`src/hw/rtl/apcsr_pkg.sv`:
```
// Package for the cached ATA PIO sector reader: operation, result and phase codes,
// task file register offsets, status bits and the job descriptor.
// Depends on nothing; used by every module of the block.
`default_nettype none

package apcsr_pkg;

    typedef enum logic [1:0] {
        OP_REQUEST   = 2'd0,
        OP_BYTE_RESP = 2'd1,
        OP_WORD_RESP = 2'd2
    } op_t;

    typedef enum logic [2:0] {
        KIND_WRITE = 3'd0,
        KIND_BREAD = 3'd1,
        KIND_WREAD = 3'd2,
        KIND_DATA  = 3'd3,
        KIND_HIT   = 3'd4,
        KIND_DONE  = 3'd5,
        KIND_ERROR = 3'd6
    } kind_t;

    typedef enum logic [2:0] {
        PH_IDLE    = 3'd0,
        PH_DISCARD = 3'd1,
        PH_POLL    = 3'd2,
        PH_DATA    = 3'd3,
        PH_DUMMY   = 3'd4
    } phase_t;

    typedef enum logic [2:0] {
        MODE_HIT        = 3'd0,
        MODE_CMD        = 3'd1,
        MODE_BREAD      = 3'd2,
        MODE_WREAD      = 3'd3,
        MODE_DONE       = 3'd4,
        MODE_ERROR      = 3'd5,
        MODE_DATA_WREAD = 3'd6,
        MODE_DATA_BREAD = 3'd7
    } mode_t;

    localparam logic [2:0] REG_DATA     = 3'd0;
    localparam logic [2:0] REG_COUNT    = 3'd2;
    localparam logic [2:0] REG_LBA_LOW  = 3'd3;
    localparam logic [2:0] REG_LBA_MID  = 3'd4;
    localparam logic [2:0] REG_LBA_HIGH = 3'd5;
    localparam logic [2:0] REG_STATUS   = 3'd7;
    localparam logic [2:0] REG_COMMAND  = 3'd7;

    localparam logic [7:0] CMD_READ_EXT = 8'h24;

    localparam int ST_BSY = 7;
    localparam int ST_DF  = 5;
    localparam int ST_DRQ = 3;
    localparam int ST_ERR = 0;

    localparam logic [7:0] LAST_WORD   = 8'd255;
    localparam logic [2:0] DUMMY_READS = 3'd4;

    typedef struct packed {
        mode_t       mode;
        logic [15:0] sector;
        logic [15:0] data_word;
        logic [24:0] word_address;
    } job_t;

    function automatic logic [3:0] mode_results(input mode_t mode);
        logic [3:0] n;
        unique case (mode)
            MODE_CMD:                         n = 4'd10;
            MODE_DATA_WREAD, MODE_DATA_BREAD: n = 4'd2;
            default:                          n = 4'd1;
        endcase
        return n;
    endfunction

endpackage

`default_nettype wire

```
`src/hw/rtl/apcsr_result_seq.sv`:
```
// Result sequencer: holds one job descriptor and delivers its result items one per cycle
// while m_tready is high. Depends on apcsr_pkg.
`default_nettype none

module apcsr_result_seq #(
    parameter int BURST_SECTORS = 8
) (
    input  wire               aclk,
    input  wire               aresetn,
    input  wire               job_valid,
    input  apcsr_pkg::job_t   job,
    output logic              job_ready,
    output logic              m_tvalid,
    input  wire               m_tready,
    output logic [55:0]       m_tdata,   // reg_offset, write_byte, data_word, word_address
    output logic [2:0]        m_tuser,   // kind
    output logic              m_tlast
);
    import apcsr_pkg::*;

    localparam logic [15:0] BURST_COUNT = 16'(BURST_SECTORS);

    job_t        job_reg;
    logic        valid_reg;
    logic [3:0]  idx_reg;

    kind_t       kind;
    logic [2:0]  reg_offset;
    logic [7:0]  write_byte;
    logic [15:0] data_word;
    logic [24:0] word_address;
    logic [47:0] lba;
    logic        last;

    assign lba       = {32'd0, job_reg.sector};
    assign last      = (idx_reg == (mode_results(job_reg.mode) - 4'd1));
    assign job_ready = !valid_reg || (m_tready && last);

    always_ff @(posedge aclk) begin
        if (!aresetn) begin
            valid_reg <= 1'b0;
        end else if (job_ready) begin
            valid_reg <= job_valid;
        end
    end

    always_ff @(posedge aclk) begin
        if (job_ready) begin
            job_reg <= job;
            idx_reg <= 4'd0;
        end else if (m_tvalid && m_tready) begin
            idx_reg <= idx_reg + 4'd1;
        end
    end

    always_comb begin
        kind         = KIND_HIT;
        reg_offset   = 3'd0;
        write_byte   = 8'd0;
        data_word    = 16'd0;
        word_address = 25'd0;
        unique case (job_reg.mode)
            MODE_HIT: begin
                kind = KIND_HIT;
            end
            MODE_CMD: begin
                kind = KIND_WRITE;
                case (idx_reg)
                    4'd0: begin
                        reg_offset = REG_COUNT;
                        write_byte = BURST_COUNT[15:8];
                    end
                    4'd1: begin
                        reg_offset = REG_LBA_LOW;
                        write_byte = lba[31:24];
                    end
                    4'd2: begin
                        reg_offset = REG_LBA_MID;
                        write_byte = lba[39:32];
                    end
                    4'd3: begin
                        reg_offset = REG_LBA_HIGH;
                        write_byte = lba[47:40];
                    end
                    4'd4: begin
                        reg_offset = REG_COUNT;
                        write_byte = BURST_COUNT[7:0];
                    end
                    4'd5: begin
                        reg_offset = REG_LBA_LOW;
                        write_byte = lba[7:0];
                    end
                    4'd6: begin
                        reg_offset = REG_LBA_MID;
                        write_byte = lba[15:8];
                    end
                    4'd7: begin
                        reg_offset = REG_LBA_HIGH;
                        write_byte = lba[23:16];
                    end
                    4'd8: begin
                        reg_offset = REG_COMMAND;
                        write_byte = CMD_READ_EXT;
                    end
                    default: begin
                        kind       = KIND_BREAD;
                        reg_offset = REG_STATUS;
                    end
                endcase
            end
            MODE_BREAD: begin
                kind       = KIND_BREAD;
                reg_offset = REG_STATUS;
            end
            MODE_WREAD: begin
                kind       = KIND_WREAD;
                reg_offset = REG_DATA;
            end
            MODE_DONE: begin
                kind = KIND_DONE;
            end
            MODE_ERROR: begin
                kind = KIND_ERROR;
            end
            MODE_DATA_WREAD, MODE_DATA_BREAD: begin
                if (idx_reg == 4'd0) begin
                    kind         = KIND_DATA;
                    data_word    = job_reg.data_word;
                    word_address = job_reg.word_address;
                end else if (job_reg.mode == MODE_DATA_WREAD) begin
                    kind       = KIND_WREAD;
                    reg_offset = REG_DATA;
                end else begin
                    kind       = KIND_BREAD;
                    reg_offset = REG_STATUS;
                end
            end
        endcase
    end

    assign m_tvalid = valid_reg;
    assign m_tuser  = kind;
    assign m_tlast  = last;
    assign m_tdata  = {4'd0, word_address, data_word, write_byte, reg_offset};

endmodule

`default_nettype wire

```
`config.mk`:
```
export PLATFORM = sky130hd
export DESIGN_NAME = apcsr_result_seq
export DESIGN_NICKNAME = d
export VERILOG_FILES = /design/src/hw/rtl/apcsr_pkg.sv /design/src/hw/rtl/apcsr_result_seq.sv
export SDC_FILE = /design/constraint.sdc
export NUM_CORES = 1
export LEC_CHECK = 0
export BUFFER_PORTS_ARGS = -buffer_cell sky130_fd_sc_hd__buf_2
export CORE_AREA = 2 2 109 111
export DETAILED_ROUTE_END_ITERATION = 6
export DIE_AREA = 0 0 111 113
export HOLD_SLACK_MARGIN = 0.15
export PLACE_DENSITY = 0.58
export SYNTH_ARGS = -nofsm -noshare
export SYNTH_HDL_FRONTEND = slang
export SYNTH_SLANG_ARGS = --single-unit
```
`constraint.sdc`:
```
create_clock -name aclk -period 3.5 [get_ports aclk]
set_input_delay 0.7 -clock aclk [delete_from_list [all_inputs] [get_ports aclk]]
set_output_delay 0.7 -clock aclk [all_outputs]
set_load 0.05 [all_outputs]
```
==> impl_metrics.toml <==
[clock_network]
ctsResizeCount = 0
cts_tree = "done"
postCtsHoldBufs = 0
clk_pin_slew_ns = 0.05
cts_setup_buffers = 0
cts_inserted_buffers = 9
clkSinkCount = 65
htreeDepth = 3
clkLatencyLatePin_ns = 0.32
clockBufferDepth = 2
root_buffer = "clkbuf_16"

[routing]
drc = 0
route.met3.wl_um = 542
drt_wl_total_um = 6345
wl_met1_um = 2634
drtIter0Drc = 101
wl_per_cell_um = 13.25
drtAntennaViolNets = 0
post_drt_via_cell_ratio = 4.246
num_vias = 2034
wl_met2_um = 3032
dr.pass1.iters = 4
topRoutingLayerUsed = "met4"

[critical_path]
path_cells = "inv_1, ha_1, nor4_1, o221ai_1, and3_1, a211oi_1, buf_2"
crit_cells = 7
reg2reg_to = "job_reg[8]"
path_delay_family = "simple AND/OR/NAND/NOR gates"
cp-endpoint = "m_tuser[0]"
reg2reg_from = "job_reg[58]"
cp.arrival_ns = 2.59
ff2ff_path_depth = 5
critical_path.startpoint = "idx_reg[0]"
worstPathRequired_ns = 2.80
crit_type = "flop to primary output"
max_stage_delay_ns = 0.45
crit_path_top_delay_cell = "dfxtp_1"
critPathCaptureType = "primary output"
reg2reg_slack_ns = 0.83
startpoint_type = "flop"
cp_max_fo = 13
worst-path-buf-inv = 2

[die]
dieArea_mm2 = 0.01254
die_y_um = 113
start_util_pct = 24.72
die_x_um = 111
core_mm2 = 0.01127
num_io_pins = 126
num_rows = 39

[place]
globalplace.congestion = 0.7488
port_buffers = 121
dp.cells = 462
hpwl_um = 4595

[logic_synthesis]
ys_async_sr_fraction_pct = 0
synth-edff-count = 60
postSynthAreaPerCell_um2 = 13.59
syn_inst = 205
synth_warnings = 0
ys_seq_area_share_pct = 68.25
syn_area_mm2 = 0.002786
synth.distinct_cells = 42
synthFlopType = "edfxtp_1"
ys_ff_latch = 65

[power]
peakVddDrop_uv = 304.9
p_leak_nw = 1.684
power_mw = 2.122
p_per_area_mw_per_mm2 = 556.6

[layout]
nNetsFinal = 398
fillers = 1117
largest_register_ffs = 60
area_delta_synth_final_pct = 36.82
instances_no_fill = 479
drive_above_1_share_pct = 42.99

[timing]
rsz0062_at_grt = "no"
slew-limit-headroom_pct = 49.95
tightest_slew_ns = 0.7508
hold_viol = 0
fin_crit_ns = 3.286
finalMaxSlewViolations = 0
fin_setup_tns_ns = 0
holdWs_ns = 0.5510
fin_skew_ns = 0.007059
report.final.setup_viol = 0
period_share_pct = 93.90
fmax_ghz = 0.3043

[global_route]
grt_overflow_total = 0
antenna_found_initial = 1
grt_pass1_vias = 2056
grt_pass1_wl_um = 9901
grt_max_degree = 61
gr-usage-all-layers_pct = 10.19

[hold_path]
hp-class = "flop to flop"

[job]
drv_cap = 0

[outcome]
status = "finished clean"
-- worst register-to-register path, stage by stage (launching register included) --
cell and delay, ns:
edfxtp_1 0.50, nor3b_2 0.37, mux2i_1 0.18, a211oi_2 0.40, a21bo_4 0.21, buf_4 0.58
-- per-stage QoR --
| stage | instance area (µm²) | util [%] | setup slack [ns] |
|---|---|---|---|
| floorplan | 2804 | - | 0.2207 |
| global placement | 3531 | 31.32 | 0.6586 |
| detailed placement | 3531 | 31.32 | 0.5584 |
| CTS | 3810 | 33.80 | 0.1950 |
| global route | 3812 | 33.82 | 0.01745 |
| finish | 3812 | 33.82 | 0.2137 |
-- layout make-up --
type / count / area, µm² / share of cell area (%)
Clock buffer: 11 / 232.7 / 6.104
Clock inverter: 5 / 46.29 / 1.214
Tap cell: 143 / 178.9 / 4.693
Antenna cell: 1 / 2.502 / 0.06564
Timing Repair Buffer: 124 / 628.1 / 16.48
Inverter: 5 / 18.77 / 0.4923
Sequential cell: 65 / 1902 / 49.88
Multi-Input combinational cell: 125 / 803.3 / 21.07
-- how the worst min path moves through the flow --
stage | startpoint | endpoint | slack [ns] | depth (start not counted)
finish | m_tvalid | idx_reg[2] | 0.55 | 2
global route | job[1] | job_reg[1] | 0.53 | 1
detailed placement | m_tvalid | idx_reg[2] | 0.55 | 2
CTS | job[47] | job_reg[47] | 0.53 | 1
floorplan | idx_reg[1] | idx_reg[3] | 0.54 | 2
global placement | m_tvalid | idx_reg[2] | 0.54 | 2
-- layout by cell type (no fill, tap or decap), types with 4 or more instances in the layout --
master     count
a21oi_1        6
a22oi_1        5
and2_1        43
buf_2        121
clkbuf_16      9
conb_1         4
dfxtp_1        5
edfxtp_1      60
ha_1           4
inv_1          5
nand2_1        6
nor2_1        14
o21ai_0        7
-- cells in the mapped netlist, types with 2 or more instances --
| library cell | instances | area (µm²) |
|---|---|---|
| a21oi_1 | 6 | 30.03 |
| edfxtp_1 | 60 | 1802 |
| buf_4 | 5 | 37.54 |
| o21ai_0 | 7 | 35.03 |
| mux2i_1 | 3 | 30.03 |
| clkbuf_2 | 4 | 20.02 |
| dfxtp_1 | 5 | 100.1 |
| nor2_1 | 14 | 52.55 |
| nand3_1 | 2 | 10.01 |
| inv_1 | 5 | 18.77 |
| and3_1 | 2 | 12.51 |
| nand2_1 | 6 | 22.52 |
| clkbuf_1 | 3 | 11.26 |
| nor4_1 | 3 | 18.77 |
| nor2b_1 | 2 | 12.51 |
| ha_1 | 4 | 50.05 |
| and2_1 | 43 | 269.0 |
| a22oi_1 | 5 | 37.54 |
| nor3b_1 | 2 | 15.01 |
| a22o_1 | 2 | 17.52 |
-- power breakdown --
part | switching, mW | internal [mW] | leakage, nW
Clock | 0.296 | 0.542 | 0.136
Sequential | 0.0215 | 0.925 | 0.659
Combinational | 0.248 | 0.0888 | 0.890
Total | 0.566 | 1.56 | 1.68
-- cell families (layout without fill, tap and decap cells) --
logic type | after synthesis | in the layout | share of synthesized area [%]
simple gates | 82 | 82 | 17.15
flops | 65 | 65 | 68.25
compound gates | 32 | 32 | 8.039
buf+inv | 18 | 145 | 3.548
fa+ha+maj | 4 | 4 | 1.796
mux | 3 | 3 | 1.078
other cells | 1 | 5 | 0.1346
-- routing by layer --
| layer | vias to the layer above | track usage, % |
|---|---|---|
| li1 | 989 | - |
| met4 | 0 | 5.583 |
| met3 | 13 | 4.767 |
| met1 | 951 | 11.67 |
| met5 | - | 0 |
| met2 | 81 | 15.87 |
No activity file was read; power rests on OpenSTA's default activity.
